**config.mk**
```make
export PLATFORM = sky130hd
export DESIGN_NAME = rle_packet_encoder_core_flat
export DESIGN_NICKNAME = d
export VERILOG_FILES = /design/src/hw/rtl/rpe_pkg.sv /design/src/hw/rtl/rpe_if.sv /design/src/hw/rtl/rpe_buffer.sv /design/src/hw/rtl/rle_packet_encoder_core.sv /design/src/flat_wrapper.sv
export SDC_FILE = /design/constraint.sdc
export NUM_CORES = 1
export LEC_CHECK = 0
export BUFFER_PORTS_ARGS = -buffer_cell sky130_fd_sc_hd__buf_4
export CAP_MARGIN = 15
export CORE_UTILIZATION = 45
export CTS_BUF_LIST = sky130_fd_sc_hd__clkbuf_8
export CTS_CLUSTER_DIAMETER = 40
export DETAILED_ROUTE_END_ITERATION = 8
export GPL_ROUTABILITY_DRIVEN = 1
export PLACE_DENSITY_LB_ADDON = 0.08
export SYNTH_ARGS = -nofsm -noshare
export SYNTH_HDL_FRONTEND = slang
export SYNTH_SLANG_ARGS = --single-unit
```
**constraint.sdc**
```tcl
create_clock -name clk -period 9.4 [get_ports clk]
set_input_delay 1.41 -clock clk [delete_from_list [all_inputs] [get_ports clk]]
set_output_delay 1.41 -clock clk [all_outputs]
set_load 0.03 [all_outputs]
```
**src/hw/rtl/rpe_pkg.sv**
```systemverilog
// Shared types and constants for the run-length packet encoder.
// No dependencies; compile this file first.
`timescale 1ns / 1ps

package rpe_pkg;

    localparam int MAX_PACKET = 60;
    localparam int CNT_W      = 7;
    localparam int ADDR_W     = $clog2(MAX_PACKET);
    localparam int BYTE_W     = 8;

    typedef logic [BYTE_W-1:0] byte_t;
    typedef logic [CNT_W-1:0]  count_t;
    typedef logic [ADDR_W-1:0] addr_t;

    // Literal packet header base; a literal header is LIT_BASE plus the count.
    localparam byte_t LIT_BASE = 8'd128;

    typedef struct packed {
        logic  en;
        addr_t addr;
        byte_t data;
    } rpe_wr_t;

endpackage

```
**src/hw/rtl/rpe_if.sv**
```systemverilog
// Channel interfaces of the run-length packet encoder: raw bytes in, encoded bytes out.
// Depends on rpe_pkg.
`timescale 1ns / 1ps

interface rpe_in_if import rpe_pkg::*; ();
    logic  valid;
    logic  ready;
    byte_t data_byte;
    logic  end_of_stream;

    modport source (output valid, output data_byte, output end_of_stream, input ready);
    modport sink   (input valid, input data_byte, input end_of_stream, output ready);
endinterface

interface rpe_out_if import rpe_pkg::*; ();
    logic  valid;
    logic  ready;
    byte_t out_byte;
    logic  last;

    modport source (output valid, output out_byte, output last, input ready);
    modport sink   (input valid, input out_byte, input last, output ready);
endinterface

```
**src/hw/rtl/rpe_buffer.sv**
```systemverilog
// Packet buffer: one write port, one read port with registered read data.
// Depends on rpe_pkg.
`timescale 1ns / 1ps

module rpe_buffer import rpe_pkg::*;
(
    input  logic    clk,
    input  rpe_wr_t wr,
    input  addr_t   rd_addr,
    output byte_t   rd_data
);

    byte_t mem [MAX_PACKET];
    byte_t rd_data_reg;

    always_ff @(posedge clk)
    begin
        if (wr.en)
        begin
            mem[wr.addr] <= wr.data;
        end
        rd_data_reg <= mem[rd_addr];
    end

    assign rd_data = rd_data_reg;

endmodule

```
**src/hw/rtl/rle_packet_encoder_core.sv**
```systemverilog
// Run-length packet encoder top level: sequencer, output register and buffer instance.
// Depends on rpe_pkg, rpe_in_if / rpe_out_if and rpe_buffer.
//
// Usage: raw bytes enter on the raw channel (data_byte, end_of_stream), one per
// transaction. Encoded bytes leave on the enc channel; last marks the final byte
// caused by one raw transaction. A run leaves as header = count, then the byte;
// a literal leaves as header = 128 + count, then its bytes.
// Timing: a raw byte that only joins the pending packet leaves the block ready
// for the next raw byte. A flush loads the header, then replays each byte as a
// buffer read (S_RD) followed by an output load (S_LIT); a run replays one byte
// and an n-byte literal n bytes. An extra lone byte after a flush adds its own
// header (S_THDR) and byte (S_TB). The replay rate is set by the single
// registered read port of the buffer. Raw ready is low while a flush is in progress.
// Reset clears the pending packet and the output register; the buffer is not
// cleared, since only entries written for the current packet are replayed.
// When the receiver stalls, the output register holds its byte and the sequencer
// waits; no encoded byte is dropped.
`timescale 1ns / 1ps

module rle_packet_encoder_core import rpe_pkg::*;
(
    input  logic clk,
    input  logic rst_n,
    rpe_in_if.sink    raw,
    rpe_out_if.source enc
);

    localparam logic [2:0] S_IDLE = 3'd0;
    localparam logic [2:0] S_HDR  = 3'd1;
    localparam logic [2:0] S_RD   = 3'd2;
    localparam logic [2:0] S_LIT  = 3'd3;
    localparam logic [2:0] S_THDR = 3'd4;
    localparam logic [2:0] S_TB   = 3'd5;

    logic [2:0] state_reg, state_next;
    count_t     count_reg, count_next;
    logic       run_reg, run_next;
    byte_t      newest_reg, newest_next;
    byte_t      pend_reg, pend_next;
    logic       tail_reg, tail_next;
    logic       wr0_reg, wr0_next;
    byte_t      hdr_reg, hdr_next;
    count_t     lim_reg, lim_next;
    count_t     idx_reg, idx_next;

    logic       out_valid_reg;
    byte_t      out_byte_reg;
    logic       out_last_reg;

    rpe_wr_t    wr;
    byte_t      rd_data;
    logic       slot_free;
    logic       load;
    byte_t      load_byte;
    logic       load_last;
    logic       fl_go;
    count_t     fl_cnt;
    logic       fl_run;
    logic       eq;
    logic       brk;
    logic       idx_end;

    rpe_buffer u_buffer
    (
        .clk     (clk),
        .wr      (wr),
        .rd_addr (idx_reg[ADDR_W-1:0]),
        .rd_data (rd_data)
    );

    assign slot_free = !out_valid_reg || enc.ready;
    assign raw.ready = (state_reg == S_IDLE);
    assign eq        = (raw.data_byte == newest_reg);
    assign brk       = (eq != run_reg) || (count_reg >= CNT_W'(MAX_PACKET));
    assign idx_end   = ((idx_reg + CNT_W'(1)) == lim_reg);

    always_comb
    begin
        state_next  = state_reg;
        count_next  = count_reg;
        run_next    = run_reg;
        newest_next = newest_reg;
        pend_next   = pend_reg;
        tail_next   = tail_reg;
        wr0_next    = wr0_reg;
        hdr_next    = hdr_reg;
        lim_next    = lim_reg;
        idx_next    = idx_reg;
        wr          = '0;
        load        = 1'b0;
        load_byte   = '0;
        load_last   = 1'b0;
        fl_go       = 1'b0;
        fl_cnt      = count_reg;
        fl_run      = run_reg;

        case (state_reg)
            S_IDLE:
            begin
                if (raw.valid)
                begin
                    newest_next = raw.data_byte;
                    tail_next   = 1'b0;
                    wr0_next    = 1'b0;
                    if (count_reg == '0)
                    begin
                        wr         = '{en: 1'b1, addr: '0, data: raw.data_byte};
                        count_next = CNT_W'(1);
                        run_next   = 1'b0;
                        fl_go      = raw.end_of_stream;
                        fl_cnt     = CNT_W'(1);
                        fl_run     = 1'b0;
                    end
                    else if (count_reg == CNT_W'(1))
                    begin
                        wr         = '{en: 1'b1, addr: ADDR_W'(1), data: raw.data_byte};
                        count_next = CNT_W'(2);
                        run_next   = eq;
                        fl_go      = raw.end_of_stream;
                        fl_cnt     = CNT_W'(2);
                        fl_run     = eq;
                    end
                    else if (brk)
                    begin
                        // Flush the old packet first; the new byte waits in pend.
                        fl_go      = 1'b1;
                        pend_next  = raw.data_byte;
                        tail_next  = raw.end_of_stream;
                        wr0_next   = !raw.end_of_stream;
                        count_next = raw.end_of_stream ? '0 : CNT_W'(1);
                        run_next   = 1'b0;
                    end
                    else
                    begin
                        wr = '{en: 1'b1, addr: count_reg[ADDR_W-1:0],
                               data: raw.data_byte};
                        count_next = count_reg + CNT_W'(1);
                        fl_go      = raw.end_of_stream;
                        fl_cnt     = count_reg + CNT_W'(1);
                    end

                    if (fl_go)
                    begin
                        if (fl_run && (fl_cnt >= CNT_W'(2)))
                        begin
                            hdr_next = BYTE_W'(fl_cnt);
                            lim_next = CNT_W'(1);
                        end
                        else
                        begin
                            hdr_next = LIT_BASE | BYTE_W'(fl_cnt);
                            lim_next = fl_cnt;
                        end
                        idx_next   = '0;
                        state_next = S_HDR;
                        if (raw.end_of_stream && !brk)
                        begin
                            count_next = '0;
                            run_next   = 1'b0;
                        end
                        if (raw.end_of_stream && (count_reg < CNT_W'(2)))
                        begin
                            count_next = '0;
                            run_next   = 1'b0;
                        end
                    end
                end
            end

            S_HDR:
            begin
                if (slot_free)
                begin
                    load       = 1'b1;
                    load_byte  = hdr_reg;
                    state_next = S_RD;
                end
            end

            S_RD:
            begin
                // Wait for the registered buffer read at idx.
                state_next = S_LIT;
            end

            S_LIT:
            begin
                if (slot_free)
                begin
                    load      = 1'b1;
                    load_byte = rd_data;
                    load_last = idx_end && !tail_reg;
                    idx_next  = idx_reg + CNT_W'(1);
                    if (!idx_end)
                    begin
                        state_next = S_RD;
                    end
                    else if (tail_reg)
                    begin
                        state_next = S_THDR;
                    end
                    else
                    begin
                        // Old packet replayed; now start the new one with pend.
                        wr.en      = wr0_reg;
                        wr.addr    = '0;
                        wr.data    = pend_reg;
                        state_next = S_IDLE;
                    end
                end
            end

            S_THDR:
            begin
                if (slot_free)
                begin
                    load       = 1'b1;
                    load_byte  = LIT_BASE + BYTE_W'(1);
                    state_next = S_TB;
                end
            end

            S_TB:
            begin
                if (slot_free)
                begin
                    load       = 1'b1;
                    load_byte  = pend_reg;
                    load_last  = 1'b1;
                    state_next = S_IDLE;
                end
            end

            default:
            begin
                state_next = S_IDLE;
            end
        endcase
    end

    always_ff @(posedge clk or negedge rst_n)
    begin
        if (!rst_n)
        begin
            state_reg     <= S_IDLE;
            count_reg     <= '0;
            run_reg       <= 1'b0;
            tail_reg      <= 1'b0;
            wr0_reg       <= 1'b0;
            idx_reg       <= '0;
            lim_reg       <= '0;
            out_valid_reg <= 1'b0;
        end
        else
        begin
            state_reg <= state_next;
            count_reg <= count_next;
            run_reg   <= run_next;
            tail_reg  <= tail_next;
            wr0_reg   <= wr0_next;
            idx_reg   <= idx_next;
            lim_reg   <= lim_next;
            if (load)
            begin
                out_valid_reg <= 1'b1;
            end
            else if (enc.ready)
            begin
                out_valid_reg <= 1'b0;
            end
        end
    end

    always_ff @(posedge clk)
    begin
        newest_reg <= newest_next;
        pend_reg   <= pend_next;
        hdr_reg    <= hdr_next;
        if (load)
        begin
            out_byte_reg <= load_byte;
            out_last_reg <= load_last;
        end
    end

    assign enc.valid    = out_valid_reg;
    assign enc.out_byte = out_byte_reg;
    assign enc.last     = out_last_reg;

    // The pending packet never grows past the cap.
    assert property (@(posedge clk) disable iff (!rst_n)
        count_reg <= CNT_W'(MAX_PACKET))
        else $error("pending packet count exceeds cap");

    // End of stream always leaves an empty pending packet.
    assert property (@(posedge clk) disable iff (!rst_n)
        raw.valid && raw.ready && raw.end_of_stream |=> count_reg == '0)
        else $error("pending packet not cleared at end of stream");

    // Replay index stays inside the packet being flushed.
    assert property (@(posedge clk) disable iff (!rst_n)
        (state_reg == S_LIT) |-> (idx_reg < lim_reg))
        else $error("replay index beyond packet length");

    // A deferred restart write and a lone-byte tail never coexist.
    assert property (@(posedge clk) disable iff (!rst_n)
        (state_reg != S_IDLE) |-> !(tail_reg && wr0_reg))
        else $error("tail and restart write both pending");

    // An output byte is loaded only into a free slot.
    assert property (@(posedge clk) disable iff (!rst_n)
        load |-> slot_free)
        else $error("output register overwritten while stalled");

endmodule

```
**src/flat_wrapper.sv**
```systemverilog
// flat-port wrapper written by rule: the top's interface ports become plain ports
module rle_packet_encoder_core_flat import rpe_pkg::*;
  (clk, rst_n, raw_valid, raw_data_byte, raw_end_of_stream, raw_ready, enc_valid, enc_out_byte, enc_last, enc_ready);
  rpe_in_if raw_i ();
  rpe_out_if enc_i ();
  input  logic clk;
  input  logic rst_n;
  input wire logic [$bits(raw_i.valid)-1:0] raw_valid;
  input wire logic [$bits(raw_i.data_byte)-1:0] raw_data_byte;
  input wire logic [$bits(raw_i.end_of_stream)-1:0] raw_end_of_stream;
  output wire logic [$bits(raw_i.ready)-1:0] raw_ready;
  output wire logic [$bits(enc_i.valid)-1:0] enc_valid;
  output wire logic [$bits(enc_i.out_byte)-1:0] enc_out_byte;
  output wire logic [$bits(enc_i.last)-1:0] enc_last;
  input wire logic [$bits(enc_i.ready)-1:0] enc_ready;
  assign raw_i.valid = raw_valid;
  assign raw_i.data_byte = raw_data_byte;
  assign raw_i.end_of_stream = raw_end_of_stream;
  assign raw_ready = raw_i.ready;
  assign enc_valid = enc_i.valid;
  assign enc_out_byte = enc_i.out_byte;
  assign enc_last = enc_i.last;
  assign enc_i.ready = enc_ready;
  rle_packet_encoder_core u_core (.clk(clk), .rst_n(rst_n), .raw(raw_i), .enc(enc_i));
endmodule
```
==> results of run 1 <==
metal layers:
| metal | up-vias | GRT usage (%) | routed length, um |
|---|---|---|---|
| li1 | 5286 | - | - |
| met1 | 6185 | 33.6 | 25800 |
| met2 | 440 | 36.5 | 26700 |
| met3 | 98 | 4.64 | 3500 |
| met4 | 0 | 6.82 | 1290 |
| met5 | - | 0 | 0 |
area by class of cell:
type                       count  area, sq um
timing repair buffer          36          283
fill                        3954        23800
tap                          664          831
clock inverter                75          659
sequential                   549        16300
multi-input combinational    653         5740
inverter                      11         41.3
clock buffer                  95         1310
Yosys cell counts, types with 10 or more instances:
cell type,count
o22ai_1,23
nand4_1,10
a21oi_1,59
nand3_1,18
xnor2_1,12
buf_4,10
edfxtp_1,513
mux2_2,19
nor2_1,99
buf_2,23
clkbuf_1,25
mux2i_1,88
a22o_1,13
mux4_2,86
nand2_1,63
dfrtp_1,28
o221ai_1,26
o21ai_0,40
worst max-delay path: cells and delay by family:
kind / cells / cell delay [ns]
AND/OR/NAND/NOR: 7 / 2.92
buffers and inverters: 2 / 0.26
XOR/XNOR: 1 / 0.18
AO/OA/AOI/OAI: 1 / 0.15
adder cells (fa/ha/maj): 1 / 0.21
power breakdown:
group | total [mW] | leakage, nW | internal, mW | switching (mW)
Combinational | 1.91 | 2.11 | 0.746 | 1.17
Sequential | 2.95 | 4.95 | 2.83 | 0.121
Clock | 2.25 | 1.06 | 1.24 | 1.01
Total | 7.11 | 8.12 | 4.81 | 2.30
placed cells by master (no fill, tap or decap), drive strengths merged, types with 9 or more instances in the layout:
master,n
o221ai,26
nor2,100
dfrtp,28
mux2,19
a21oi,60
inv,33
o21ai,45
buf,36
edfxtp,513
nand2,65
clkbuf,95
a22o,13
nand3,18
nand4,10
mux4,86
xnor2,12
mux2i,88
bufinv,10
nor3,9
o22ai,23
clkinv,40
cell families (layout without fill, tap and decap cells):
family	Yosys count	in the layout
xor+xnor	19	19
simple gates	238	238
compound gates	198	198
fa+ha+maj	5	5
buf+inv	78	217
flops	549	549
mux	193	193
path summary, 6_finish.rpt:
path / end / slack (ns) / cells after the start
max reg2reg: u_core.u_buffer.mem[46][5] / 4.78 / 11
max: u_core.u_buffer.mem[46][5] / 4.57 / 12
min reg2reg: u_core.lim_reg[4] / 0.48 / 2
min: u_core.lim_reg[4] / 0.48 / 2
min in group asynchronous: u_core.count_reg[2] / 0.65 / 1
max in group asynchronous: u_core.idx_reg[1] / 8.39 / 1
per-stage QoR:
step,total power [mW],hold WS (ns)
global route,7.40,0.520
global placement,4.93,0.466
detailed placement,4.93,0.477
finish,7.11,0.485
CTS,7.18,0.489
floorplan,4.29,0.440
==> run metrics, run 1 <==
die boundary width 225 um; simple-gate portion of the synthesized area 5.10%; total I/O pin count 24; critical path's largest stage delay 0.88 ns; crit path DAT 5.16 ns; final instance area 0.0251 sq mm; CTS buffer count 94; First-pass DRT Iterations 5; max-cap violation count 0; most frequent CP cell nor2_1; capturing element type of the critical path register; Inserted Diodes 0; Initial Utilization 45.7%; CTS resizes 0; Die Ht 225 um; count of final max-slew check failures 0; GR Overflow Total 0; transition time at the pin with the least slew margin 1.07 ns; number of remaining DRC errors 0; Floorplan Core Area 0.0490 sq mm; combinational family with the most area after synthesis multiplexers; non-filler instance count after layout 2,083; f_max 207 MHz; total via count after detailed routing 12.0k; slowest stage cell, crit path nor2_1; cells taking the most area after synthesis edfxtp_1 (69%), mux4_2 (8.7%), mux2i_1 (3.9%); via count of the first global-routing pass 12.2k; area delta synth->final 12.4%; total routed wirelength 57.2 mm; Lkg Pwr 8.12 nW; fin nets 1,363; first-pass GRT wire length 84.4 mm; Yosys warning count 0; maximum root-to-sink buffer count 3; async set-reset flop share out of synthesis 5.10%; arithmetic-cell share of the synthesized area counting full adders, half adders and majority gates 0.280%; Hold Path Class reg -> reg; Total GRT Usage 23.4%; ratio of routed vias to standard cells 5.77; Worst Setup SP raw_data_byte[5]; pre-CTS setup slack 3.93 ns; number of hold violations in the final report 0; clock latency on the worst-skew pair 0.70 ns; hold_sp u_core.lim_reg[4]; average wire length per cell after detail routing 27.5 um; register with the highest flop count u_core.u_buffer.mem; compound-cell area share of the yosys netlist 5.78%; mux cell area share after synthesis 13.6%; setup slack after layout 4.57 ns; flip-flop count of the largest register after layout 480; Critical R2R Launch u_core.count_reg[2]; worst slew margin relative to its limit 28.7%; area after detailed placement 0.0232 sq mm; register bit count reported by yosys 549; weighted congestion at the end of routability-driven global placement 0.845; post-layout utilization of the core 51.4%; CTS tree built; cells along the critical path buf_4, xnor2_1, and4_1, a21boi_2, nor2_8, inv_2, ha_1, nor2_1, nor2_1, nor3_1, nand4_1, nor2_1; area of the mapped netlist 0.0224 sq mm; worst IR drop on VDD 0.000178 V; proportion of layout cells with a drive suffix above 1 21.3%; total half-perimeter wirelength after legalization and detailed placement 33.7 mm; cts hold-fix bufs 0; pin count of the biggest net entering global routing 106; Die ar. 0.0506 sq mm; total of endpoints with negative setup slack in the final report 0; placed cells 1,913; Final TNS setup 0 ns; number of buffers added on ports 23; Gate Count Post-Synth 1,280; sequential element share of the synthesized area 72.7%; outcome finished clean; ANT nets after route 0; Netlist cell types 65; root buffer cell clkbuf_8; Final min period 4.83 ns; Power per Cell Area 283 mW/mm^2; RSZ-0062 raised after global routing no; initial antenna violation count 0; CP Class in -> reg; Post-CTS Setup Repair Bufs 0; clock transition at the registers of the reported paths 0.05 ns; final clock skew 0.0175 ns; count of flip-flops with a built-in enable after synthesis 513; xor-xnor portion of the synthesized cell area 0.811%; post-synth net total 1,298; row cnt 81; Max Fanout on Critical Path 10; required time of the critical path 9.72 ns; post-synth top area share 68.9%; H-tree Lvls 3; iteration-0 DRC count of the detailed router 1,074; synthesized area divided by synthesized cell count 17.5 sq um; Period Utilization, post-route 51.4%; kind of start point of the critical path primary input; post-synthesis cell type with the largest combined area edfxtp_1; predominant post-synthesis flop cell edfxtp_1; clk sink count 549
Note: power is estimated with default switching activity, not from simulation.
==> run 2: changes to the inputs <==
ABC_AREA = 1   (was not set)
clock period = 4.7 ns   (was 9.4 ns; I/O delays follow)
==> run metrics, run 2 <==
outcome finished clean; transition time at the pin with the least slew margin 0.902 ns; fin nets 1,981; FF-to-FF setup slack 0.91 ns; max-cap violation count 0; cells along the critical path buf_4, ha_1, nand4_1, nor2_1, xor2_1, xor2_1, nor2_1, nand4_1, nand2_1, nand2_1, nor2_1; final clock skew 0.0384 ns; CTS buffer count 98; post-synth net total 1,909; Gate Count Post-Synth 1,891; total of endpoints with negative setup slack in the final report 0; Power per Cell Area 561 mW/mm^2; clock latency on the worst-skew pair 0.69 ns; count of final max-slew check failures 0; CP Class reg -> reg; Final TNS setup 0 ns; end of the worst register-to-register path u_core.u_buffer.mem[32][5]; top-count cell post-synth edfxtp_1; commonest cells after routing, fill and taps aside edfxtp_1 (513), nor2_1 (368), o21ai_0 (284); clk sink count 549; area delta synth->final 14.2%; cells taking the most area after synthesis edfxtp_1 (68%), o21ai_0 (6.4%), nor2_1 (6.1%); synthesized area divided by synthesized cell count 11.9 sq um; async set-reset flop share out of synthesis 5.10%; weighted congestion at the end of routability-driven global placement 0.861; Hold Path Class in -> reg; Period Utilization, post-route 80.6%; area occupied by multi-input gates 0.00565 sq mm; post-synth top area share 68.4%; RSZ-0062 raised after global routing no; first-pass GRT wire length 95.8 mm; Die Ht 226 um; crit path capture u_core.u_buffer.mem[32][5]; Floorplan Core Area 0.0492 sq mm; Die ar. 0.0510 sq mm; critical path's largest stage delay 0.73 ns; number of remaining DRC errors 0; Worst Setup SP u_core.idx_reg[1]; via count of the first global-routing pass 15.1k; ANT nets after route 0; die boundary width 226 um; Initial Utilization 45.8%; most frequent CP cell nor2_1; Yosys warning count 0; kind of start point of the critical path register; Inserted Diodes 0; register bit count reported by yosys 549; Critical R2R Launch u_core.idx_reg[1]; top cells by count, synth edfxtp_1 (513), nor2_1 (368), o21ai_0 (287), nand2_1 (200), o22ai_1 (119); pre-CTS setup slack 0.523 ns; storage element area 0.0163 sq mm; most common cell after layout, fill and taps aside edfxtp_1; overall power 14.4 mW; placed cells 2,526; number of cells on the critical path 11; required time of the critical path 5.00 ns; Netlist cell types 43; GR Overflow Total 0; iteration-0 DRC count of the detailed router 1,354; proportion of layout cells with a drive suffix above 1 12.4%; predominant post-synthesis flop cell edfxtp_1; area of the mapped netlist 0.0225 sq mm; crit path DAT 4.09 ns; maximum root-to-sink buffer count 3; setup slack after layout 0.910 ns; sequential element share of the synthesized area 72.2%; pin count of the biggest net entering global routing 158; total via count after detailed routing 15.4k; family with the most delay on the worst path simple AND/OR/NAND/NOR gates; post-synthesis cell type with the largest combined area edfxtp_1; total I/O pin count 24; slowest stage cell, crit path nor2_1; H-tree Lvls 3; CTS tree built; register with the highest flop count u_core.u_buffer.mem; non-filler instance count after layout 2,705; Post-CTS Setup Repair Bufs 0; clock transition at the registers of the reported paths 0.06 ns; Lkg Pwr 9.07 nW; flip-flop count of the largest register after layout 480; total routed wirelength 63.7 mm; root buffer cell clkbuf_8; count of flip-flops with a built-in enable after synthesis 513; number of buffers added on ports 23; First-pass DRT Iterations 6; capturing element type of the critical path register; initial antenna violation count 1; Final min period 3.79 ns; ratio of routed vias to standard cells 5.70; worst IR drop on VDD 0.000231 V; f_max 264 MHz; average wire length per cell after detail routing 23.6 um; worst slew margin relative to its limit 39.4%; row cnt 81; number of hold violations in the final report 0; R2R depth 11; Total GRT Usage 25.6%; Max Fanout on Critical Path 27; count of buffering cells on the critical path with inverters included 1; total half-perimeter wirelength after legalization and detailed placement 38.8 mm; filler cell count 4,311
==> run 2: layout make-up <==
| class | instances | share of cell area (%) |
|---|---|---|
| flip-flops and latches | 549 | 63.2 |
| inverters | 76 | 1.13 |
| repair buffers | 82 | 3.03 |
| well taps | 664 | 3.23 |
| clock inverters | 76 | 1.95 |
| multi-input cells | 1156 | 22.0 |
| clock buffers | 102 | 5.45 |
==> run 2: worst min-delay path by stage <==
| stage | to | cells after the start | startpoint | slack [ns] |
|---|---|---|---|---|
| after floorplan | u_core.count_reg[0] | 0 | rst_n | 0.41 |
| after global placement | u_core.idx_reg[6] | 2 | u_core.idx_reg[6] | 0.48 |
| after detailed placement | u_core.lim_reg[6] | 2 | u_core.lim_reg[6] | 0.49 |
| after CTS | u_core.newest_reg[1] | 1 | raw_data_byte[1] | 0.19 |
| after global routing | u_core.pend_reg[7] | 1 | raw_data_byte[7] | 0.21 |
| final | u_core.newest_reg[1] | 1 | raw_data_byte[1] | 0.24 |
==> run 2: metal layers <==
layer	vias up	share of wire (%)	GRT usage, %
met5	-	0.017	0
met4	2	3.0	8.78
met3	109	6.4	5.05
met2	562	47	40.4
met1	7738	44	35.3
li1	6996	-	-
==> run 2: logic make-up (layout without fill, tap and decap cells) <==
group / Yosys count / count (layout) / share of synthesized area [%]
AOI/OAI and AO/OA: 491 / 491 / 12.1
xor gates and xnor gates: 15 / 15 / 0.583
adders and majority gates: 5 / 5 / 0.278
buffers and inverters: 186 / 336 / 3.18
DFF: 549 / 549 / 72.2
muxes: 4 / 4 / 0.178
and+or+nand+nor: 641 / 641 / 11.5
==> run 2: power by group <==
part	switching (mW)	internal, mW
Sequential	0.125	5.91
Clock	1.99	2.35
Combinational	2.97	1.09
Total	5.08	9.35
==> run 2: what timing repair did <==
item | in CTS | in global routing
resized for setup | 0 | 0
hold endpoints to repair | 28 | 0
hold buffers | 1 | 0
==> run 2: worst register-to-register path: stages (launching register included) <==
cell and delay, ns:
dfrtp_4 0.41, buf_4 0.29, ha_1 0.31, nand4_1 0.16
nor2_1 0.15, xor2_1 0.23, xor2_1 0.09, nor2_1 0.20
nand4_1 0.12, nand2_1 0.19, nand2_1 0.52, nor2_1 0.74
==> run 2: per-stage QoR <==
step / util, % / area, sq um / hold slack (ns)
3_5_place_dp: 48.5 / 23800 / 0.490
2_1_floorplan: - / 22500 / 0.409
3_3_place_gp: 48.5 / 23800 / 0.479
6_report: 52.4 / 25700 / 0.235
5_1_grt: 52.4 / 25700 / 0.206
4_1_cts: 52.4 / 25700 / 0.190
